===== config.mk =====
export PLATFORM = sky130hd
export DESIGN_NAME = jpeg_frame_size_scanner_flat
export DESIGN_NICKNAME = d
export VERILOG_FILES = /design/src/sv/jfs_pkg.sv /design/src/sv/jfs_byte_if.sv /design/src/sv/jfs_size_if.sv /design/src/sv/jpeg_frame_size_scanner.sv /design/src/sv/jfs_step.sv /design/src/flat_wrapper.sv
export SDC_FILE = /design/constraint.sdc
export NUM_CORES = 1
export LEC_CHECK = 0
export ABC_AREA = 1
export BUFFER_PORTS_ARGS = -buffer_cell sky130_fd_sc_hd__buf_4
export CORE_ASPECT_RATIO = 0.9
export CORE_MARGIN = 2
export CORE_UTILIZATION = 56
export DETAILED_ROUTE_END_ITERATION = 10
export PLACE_DENSITY = 0.79
export SETUP_SLACK_MARGIN = 0.15
export SLEW_MARGIN = 10
export SYNTH_ARGS = -nofsm -noshare
export SYNTH_HDL_FRONTEND = slang
export SYNTH_HIERARCHICAL = 1
export SYNTH_SLANG_ARGS = --single-unit
export TNS_END_PERCENT = 1

===== constraint.sdc =====
create_clock -name clk -period 3.7 [get_ports clk]
set_clock_uncertainty 0.1 [all_clocks]
set_input_delay 0.37 -clock clk [delete_from_list [all_inputs] [get_ports clk]]
set_output_delay 0.37 -clock clk [all_outputs]
set_load 0.01 [all_outputs]

===== src/sv/jfs_pkg.sv =====
package jfs_pkg;

	localparam int unsigned PHASE_W = 4;
	localparam int unsigned HDR_IDX_W = 3;

	localparam logic [PHASE_W-1:0] PH_EXPECT_FF = 4'd0;
	localparam logic [PHASE_W-1:0] PH_EXPECT_D8 = 4'd1;
	localparam logic [PHASE_W-1:0] PH_HUNT      = 4'd2;
	localparam logic [PHASE_W-1:0] PH_FF_RUN    = 4'd3;
	localparam logic [PHASE_W-1:0] PH_LEN_HI    = 4'd4;
	localparam logic [PHASE_W-1:0] PH_LEN_LO    = 4'd5;
	localparam logic [PHASE_W-1:0] PH_SKIP      = 4'd6;
	localparam logic [PHASE_W-1:0] PH_SOF_BODY  = 4'd7;
	localparam logic [PHASE_W-1:0] PH_DONE      = 4'd8;

	localparam logic [7:0] MK_FILL = 8'hFF;
	localparam logic [7:0] MK_SOI  = 8'hD8;
	localparam logic [7:0] MK_EOI  = 8'hD9;
	localparam logic [7:0] MK_RST0 = 8'hD0;
	localparam logic [7:0] MK_RST7 = 8'hD7;
	localparam logic [7:0] MK_SOF0 = 8'hC0;
	localparam logic [7:0] MK_SOF_LAST = 8'hCF;
	localparam logic [7:0] MK_DHT  = 8'hC4;
	localparam logic [7:0] MK_JPG  = 8'hC8;
	localparam logic [7:0] MK_DAC  = 8'hCC;

	localparam logic [15:0] LEN_MIN     = 16'd2;
	localparam logic [15:0] SOF_LEN_MIN = 16'd7;

	localparam logic [HDR_IDX_W-1:0] HDR_H_HI = 3'd1;
	localparam logic [HDR_IDX_W-1:0] HDR_H_LO = 3'd2;
	localparam logic [HDR_IDX_W-1:0] HDR_W_HI = 3'd3;
	localparam logic [HDR_IDX_W-1:0] HDR_W_LO = 3'd4;
	localparam logic [HDR_IDX_W-1:0] HDR_END  = 3'd5;

	typedef struct packed {
		logic [PHASE_W-1:0]   phase;
		logic [15:0]          segment_left;
		logic [7:0]           marker_code;
		logic [7:0]           length_high;
		logic [HDR_IDX_W-1:0] header_index;
		logic [15:0]          held_width;
		logic [15:0]          held_height;
		logic                 result_given;
	} jfs_state_t;

	typedef struct packed {
		logic        found;
		logic [15:0] image_width;
		logic [15:0] image_height;
	} jfs_result_t;

	localparam jfs_state_t STATE_RESET = '{
		phase: PH_EXPECT_FF, segment_left: 16'd0, marker_code: 8'd0,
		length_high: 8'd0, header_index: '0, held_width: 16'd0,
		held_height: 16'd0, result_given: 1'b0
	};

	function automatic logic is_standalone(input logic [7:0] m);
		return (m == MK_SOI) || (m == MK_EOI) || (m >= MK_RST0 && m <= MK_RST7);
	endfunction

	function automatic logic is_frame_marker(input logic [7:0] m);
		return (m >= MK_SOF0) && (m <= MK_SOF_LAST)
			&& (m != MK_DHT) && (m != MK_JPG) && (m != MK_DAC);
	endfunction

endpackage


===== src/sv/jfs_byte_if.sv =====
interface jfs_byte_if;
	logic       valid;
	logic       ready;
	logic [7:0] data_byte;
	logic       frame_end;

	modport source (output valid, output data_byte, output frame_end, input ready);
	modport sink (input valid, input data_byte, input frame_end, output ready);
endinterface


===== src/sv/jfs_size_if.sv =====
interface jfs_size_if;
	logic        valid;
	logic        ready;
	logic        found;
	logic [15:0] image_width;
	logic [15:0] image_height;

	modport source (output valid, output found, output image_width, output image_height,
		input ready);
	modport sink (input valid, input found, input image_width, input image_height,
		output ready);
endinterface


===== src/sv/jpeg_frame_size_scanner.sv =====
// A result is registered in the output stage when the byte that causes it is accepted.
// Throughput: one byte per cycle while the input is not stalled; the parse state advances in a single registered step.
// A two-entry output stage (result register plus skid) lets bytes keep flowing while
// a result waits; input stalls only when both entries are full.
// Reset (arst_n low, asynchronous): scanner waits for the first start byte, output empty.
module jpeg_frame_size_scanner (
	input  logic clk,
	input  logic arst_n,
	jfs_byte_if.sink   stream,
	jfs_size_if.source result
);

	// Parse state, one register set for the whole frame
	jfs_pkg::jfs_state_t  state_q;
	jfs_pkg::jfs_state_t  state_nxt;
	logic                 step_valid;
	jfs_pkg::jfs_result_t step_res;

	// Output stage: result register and a skid entry behind it
	logic                 out_valid_q;
	jfs_pkg::jfs_result_t out_data_q;
	logic                 skid_valid_q;
	jfs_pkg::jfs_result_t skid_data_q;

	logic accept;
	logic push;
	logic take;

	// Stall input only while the skid entry is occupied
	assign stream.ready = !skid_valid_q;
	assign accept = stream.valid && stream.ready;
	assign push = accept && step_valid;
	assign take = out_valid_q && result.ready;

	jfs_step u_step (
		.data_byte (stream.data_byte),
		.frame_end (stream.frame_end),
		.cur       (state_q),
		.nxt       (state_nxt),
		.res_valid (step_valid),
		.res       (step_res)
	);

	// Advance parse state on every accepted byte
	always_ff @(posedge clk or negedge arst_n) begin
		if (!arst_n) begin
			state_q <= jfs_pkg::STATE_RESET;
		end else if (accept) begin
			state_q <= state_nxt;
		end
	end

	// Fill the output register first; drop into skid when it is held by the sink
	always_ff @(posedge clk or negedge arst_n) begin
		if (!arst_n) begin
			out_valid_q <= 1'b0;
			skid_valid_q <= 1'b0;
		end else begin
			if (!out_valid_q || take) begin
				if (skid_valid_q) begin
					out_valid_q <= 1'b1;
					skid_valid_q <= 1'b0;
				end else begin
					out_valid_q <= push;
				end
			end else if (push) begin
				skid_valid_q <= 1'b1;
			end
		end
	end

	// Payload registers: no reset needed
	always_ff @(posedge clk) begin
		if (!out_valid_q || take) begin
			out_data_q <= skid_valid_q ? skid_data_q : step_res;
		end else if (push) begin
			skid_data_q <= step_res;
		end
	end

	assign result.valid = out_valid_q;
	assign result.found = out_data_q.found;
	assign result.image_width = out_data_q.image_width;
	assign result.image_height = out_data_q.image_height;

	// Skid entry is only ever used behind a full result register
	a_skid_behind_out: assert property (@(posedge clk) disable iff (!arst_n)
		skid_valid_q |-> out_valid_q)
		else $error("skid entry holds an item while result register is empty");

	// A frame-end byte always rearms the scanner for the next frame
	a_frame_rearm: assert property (@(posedge clk) disable iff (!arst_n)
		(accept && stream.frame_end) |=> (state_q.phase == jfs_pkg::PH_EXPECT_FF
			&& !state_q.result_given))
		else $error("scanner not rearmed after frame end");

	// Found means both sizes are nonzero
	a_found_sizes: assert property (@(posedge clk) disable iff (!arst_n)
		(out_valid_q && out_data_q.found) |-> (out_data_q.image_width != 16'd0
			&& out_data_q.image_height != 16'd0))
		else $error("found reported with a zero size");

	// At most one result per frame: once given, no second push before frame end
	a_single_result: assert property (@(posedge clk) disable iff (!arst_n)
		(accept && state_q.result_given) |-> !step_valid)
		else $error("second result in one frame");

endmodule


===== src/sv/jfs_step.sv =====
module jfs_step (
	input  logic [7:0]          data_byte,
	input  logic                frame_end,
	input  jfs_pkg::jfs_state_t cur,
	output jfs_pkg::jfs_state_t nxt,
	output logic                res_valid,
	output jfs_pkg::jfs_result_t res
);

	jfs_pkg::jfs_state_t upd;
	logic [15:0]         seg_len;
	logic [15:0]         seg_dec;
	logic                sof_done;

	assign seg_len = {cur.length_high, data_byte};
	assign seg_dec = cur.segment_left - 16'd1;

	always_comb begin
		upd = cur;
		sof_done = 1'b0;
		unique case (cur.phase)
			jfs_pkg::PH_EXPECT_FF: begin
				upd.phase = (data_byte == jfs_pkg::MK_FILL) ? jfs_pkg::PH_EXPECT_D8
					: jfs_pkg::PH_DONE;
			end
			jfs_pkg::PH_EXPECT_D8: begin
				upd.phase = (data_byte == jfs_pkg::MK_SOI) ? jfs_pkg::PH_HUNT
					: jfs_pkg::PH_DONE;
			end
			jfs_pkg::PH_HUNT: begin
				if (data_byte == jfs_pkg::MK_FILL) upd.phase = jfs_pkg::PH_FF_RUN;
			end
			jfs_pkg::PH_FF_RUN: begin
				if (data_byte != jfs_pkg::MK_FILL) begin
					upd.marker_code = data_byte;
					upd.phase = jfs_pkg::is_standalone(data_byte) ? jfs_pkg::PH_HUNT
						: jfs_pkg::PH_LEN_HI;
				end
			end
			jfs_pkg::PH_LEN_HI: begin
				upd.length_high = data_byte;
				upd.phase = jfs_pkg::PH_LEN_LO;
			end
			jfs_pkg::PH_LEN_LO: begin
				if (seg_len < jfs_pkg::LEN_MIN) begin
					upd.phase = jfs_pkg::PH_DONE;
				end else begin
					upd.segment_left = seg_len - jfs_pkg::LEN_MIN;
					if (jfs_pkg::is_frame_marker(cur.marker_code)
						&& seg_len >= jfs_pkg::SOF_LEN_MIN) begin
						upd.header_index = '0;
						upd.held_width = 16'd0;
						upd.held_height = 16'd0;
						upd.phase = jfs_pkg::PH_SOF_BODY;
					end else begin
						upd.phase = (seg_len == jfs_pkg::LEN_MIN) ? jfs_pkg::PH_HUNT
							: jfs_pkg::PH_SKIP;
					end
				end
			end
			jfs_pkg::PH_SKIP: begin
				upd.segment_left = seg_dec;
				if (seg_dec == 16'd0) upd.phase = jfs_pkg::PH_HUNT;
			end
			jfs_pkg::PH_SOF_BODY: begin
				case (cur.header_index)
					jfs_pkg::HDR_H_HI: upd.held_height[15:8] = data_byte;
					jfs_pkg::HDR_H_LO: upd.held_height[7:0] = data_byte;
					jfs_pkg::HDR_W_HI: upd.held_width[15:8] = data_byte;
					jfs_pkg::HDR_W_LO: upd.held_width[7:0] = data_byte;
					default: ;
				endcase
				if (cur.header_index < jfs_pkg::HDR_END)
					upd.header_index = cur.header_index + 1'b1;
				upd.segment_left = seg_dec;
				if (seg_dec == 16'd0) begin
					sof_done = 1'b1;
					upd.result_given = 1'b1;
					upd.phase = jfs_pkg::PH_DONE;
				end
			end
			default: ;
		endcase
	end

	// Result comes from the finished header, or a not-found at frame end.
	always_comb begin
		res_valid = sof_done || (frame_end && !cur.result_given);
		if (sof_done) begin
			res.found = (upd.held_width != 16'd0) && (upd.held_height != 16'd0);
			res.image_width = upd.held_width;
			res.image_height = upd.held_height;
		end else begin
			res = '0;
		end
		nxt = frame_end ? jfs_pkg::STATE_RESET : upd;
	end

endmodule


===== src/flat_wrapper.sv =====
// flat-port wrapper written by rule: the top's interface ports become plain ports
module jpeg_frame_size_scanner_flat 
  (clk, arst_n, stream_valid, stream_data_byte, stream_frame_end, stream_ready, result_valid, result_found, result_image_width, result_image_height, result_ready);
  jfs_byte_if stream_i ();
  jfs_size_if result_i ();
  input  logic clk;
  input  logic arst_n;
  input wire logic [$bits(stream_i.valid)-1:0] stream_valid;
  input wire logic [$bits(stream_i.data_byte)-1:0] stream_data_byte;
  input wire logic [$bits(stream_i.frame_end)-1:0] stream_frame_end;
  output wire logic [$bits(stream_i.ready)-1:0] stream_ready;
  output wire logic [$bits(result_i.valid)-1:0] result_valid;
  output wire logic [$bits(result_i.found)-1:0] result_found;
  output wire logic [$bits(result_i.image_width)-1:0] result_image_width;
  output wire logic [$bits(result_i.image_height)-1:0] result_image_height;
  input wire logic [$bits(result_i.ready)-1:0] result_ready;
  assign stream_i.valid = stream_valid;
  assign stream_i.data_byte = stream_data_byte;
  assign stream_i.frame_end = stream_frame_end;
  assign stream_ready = stream_i.ready;
  assign result_valid = result_i.valid;
  assign result_found = result_i.found;
  assign result_image_width = result_i.image_width;
  assign result_image_height = result_i.image_height;
  assign result_i.ready = result_ready;
  jpeg_frame_size_scanner u_core (.clk(clk), .arst_n(arst_n), .stream(stream_i), .result(result_i));
endmodule

==> summary.txt <==
Avg Cell Area, Syn: 7.53 µm²
global-route wire length before repair: 36.9 mm
vias in the first global route: 7,164
Max Cap Viol: 0
CTS Hold Bufs: 0
1st-iter DRT viols: 906
P_int: 2.82 mW
vias per cell: 5.77
Initial Utilization: 57.3%
Die ar.: 16,100 µm²
setup violators final: 0
Crit. End Element: flip-flop
RSZ-0062 raised after global routing: no
R2R Setup Slk: 0.62 ns
core area: 14,800 µm²
count leader, synth: nand2_1
FF+latch area: 3830 µm²
Tot Pwr: 4.11 mW
Num CTS Buffers: 17
worst skew pair latency: 0.43 ns
most area-hungry cell type in the Yosys netlist: edfxtp_1
count of cell types in the netlist: 43
post-synthesis xor/xnor area fraction: 2.17%
setup_tns: 0 ns
Required @ worst endpoint: 3.67 ns
Post-DP Area: 8810 µm²
initial antenna violation count: 0
Worst R2R End: u_core/skid_data_q[9]
Antenna diodes: 0
part of the power in combinational logic: 16.9%
dpl ws: 0.681 ns
Die X-Extent: 134 µm
Yosys top cell area share: 23.4%
Routed WL per cell: 16.7 µm
top post-synthesis cells by area: edfxtp_1 23%, dfrtp_1 22%, nand2_1 17%, nand3_1 6.4%, nor2_1 5.6%
Final Hold Viols: 0
# rows: 42
Simple-Gate Fraction of Synth Area: 34.2%
Port Buffers: 47
synthesis warning total: 6
share of layout cells above drive strength 1: 12.7%
VDD IR-drop max: 323 µV
hold slack: 0.00614 ns
Reg2Reg Depth: 14
GPL Wtd Cong: 0.933
die height: 121 µm
first-pass iteration count of the detailed router: 6
sw frac: 31.4%
Multi-input gate area: 3990 µm²
Worst-path clk slew: 0.07 ns
clk buf depth: 2
Syn Nets: 1,146
fin. max-slew vios: 0
Cell Pwr Density: 439 nW/µm²
H-Tree Depth: 4
Area Overhead vs Synth: 10.6%
critical path's largest stage delay: 0.44 ns
Via Count: 7,831
CP max FO: 33
CP endpoint: u_core/skid_data_q[9]
IO Pins: 48
final-stage net count: 1,169
CTS resizes: 0
Net Sw Power: 1.29 mW
Clk pwr share: 39.6%
synthesized instance count: 1,124
synthesis-stage register bit count: 140
Hold Path Class: in -> async
CTS tree: yes
Post-synth EDFFs: 66
CTS Sinks: 140
min Tclk post-route: 3.08 ns
GRT overflow: 0
final wirelength: 22.7 mm
Worst-Margin Slew: 0.997 ns
share of power burned in registers: 43.5%
Worst EP arrival: 3.05 ns
largest net degree at the start of global routing: 75
Worst setup SP type: flip-flop
Post-Layout Inst Area: 9360 µm²
mux contribution to synthesized area: 0%
Fmax achieved: 325 MHz
fin crit share: 83.3%
CTS Root Cell: clkbuf_16
sequential area share after synthesis: 45.3%
Bufs and invs on worst path: 3
setup ws final: 0.620 ns
Worst slew margin: 33.5%
Synth Area in Adders: 1.33%
Synth Flop Type: dfrtp_1
Post-Syn Area: 8470 µm²
most frequent cells after synthesis: 392 x nand2_1, 127 x nor2_1, 108 x nand3_1
CP max-delay cell: buf_4
DP HPWL: 14.1 mm
delay-heaviest family, CP: simple AND/OR/NAND/NOR gates
status: finished, final reports clean
Lkg Pwr: 4.39 nW
largest family of logic cells by synthesized area: simple AND/OR/NAND/NOR gates
gr usage total: 29.2%
RR Startpoint: u_core/state_q[52]
Synth Area in Compound Gates: 9.39%
antenna-violating nets left: 0
number of stages on the worst setup path: 14
WS Path Type: reg -> reg
asr flop ratio synth: 52.9%
Setup Buffers After CTS: 0
DRC: 0
crit-path cells: inv_1 > ha_1 > nand3_2 > nor2_1 > nand2_1 > xor2_1 > inv_1 > nand3b_1 > nor2_1 > nand3_1 > o21ai_0 > nand3_1 > nor2_2 > buf_4
Critical Path Source: u_core/state_q[52]
FILL cells: 1,274
==> cells in the final DEF (no fill, tap or decap), types with 3 or more instances in the layout <==
master,instances
nor2_2,28
o21ai_0,38
dfrtp_1,73
a21oi_2,5
nand3_1,108
nand2_1,392
nand4_1,3
a22oi_1,3
nor3_1,8
clkbuf_16,17
inv_1,67
o211ai_1,12
inv_8,3
o21bai_1,7
a31oi_1,9
ha_1,9
o221ai_1,4
nand2_2,3
inv_2,8
nor2_4,3
edfxtp_1,66
buf_4,59
nor2_1,126
xor2_1,16
a21oi_1,48
inv_6,6
a211oi_1,3
xnor2_1,5
nand3b_1,4
==> state kept, by name, indices dropped and copies added, names as in the netlist <==
signal	cells
u_core/result.image_width	16
u_core/skid_data_q	33
u_core/result.image_height	16
u_core/state_q	72
u_core/skid_valid_q	1
u_core/result.found	1
u_core/result.valid	1
==> area by class of cell <==
cell class,count,area share [%]
Clock buffer,17,4.54
Multi-Input combinational cell,851,42.6
Sequential cell,140,41.0
Clock inverter,15,1.38
Inverter,78,3.15
Tap cell,198,2.65
Timing Repair Buffer,59,4.73
==> worst min path at each step <==
stage	startpoint	endpoint	slack (ns)	depth (start not counted)
after floorplan	arst_n	u_core/result.valid	-0.03	0
after global placement	u_core/state_q[17]	u_core/state_q[17]	0.35	2
after detailed placement	u_core/state_q[20]	u_core/state_q[20]	0.36	2
after CTS	arst_n	u_core/state_q[45]	0.05	1
after global routing	arst_n	u_core/state_q[40]	0.09	1
final	arst_n	u_core/state_q[40]	0.006	1
==> through the flow <==
step	util [%]	cells
after floorplan	-	1124
after global placement	59.6	1326
after detailed placement	59.6	1326
after CTS	63.4	1358
after global routing	63.4	1358
final	63.4	1358
==> routing by layer <==
layer  track usage, %  up-vias  routed length [µm]
met5                0        -                   0
met4             10.5        0                 561
met3             5.87       53                1890
met2             44.7      393               10200
met1             41.5     3673               10100
li1                 -     3712                   -
==> cell families after synthesis <==
family,after synthesis
XOR/XNOR,21
flip-flops,140
AND/OR/NAND/NOR,686
adder cells (fa/ha/maj),9
buffers and inverters,133
AO/OA/AOI/OAI,135
==> power groups by stage <==
stage / Sequential [mW] / Combinational (mW) / Clock, mW
5_1_grt: 1.79 / 0.765 / 1.71
4_1_cts: 1.78 / 0.685 / 1.64
2_1_floorplan: 1.81 / 0.469 / 0
3_5_place_dp: 1.81 / 0.681 / 0
3_3_place_gp: 1.81 / 0.678 / 0
6_report: 1.79 / 0.694 / 1.63
(Power assumes the default switching activity.)
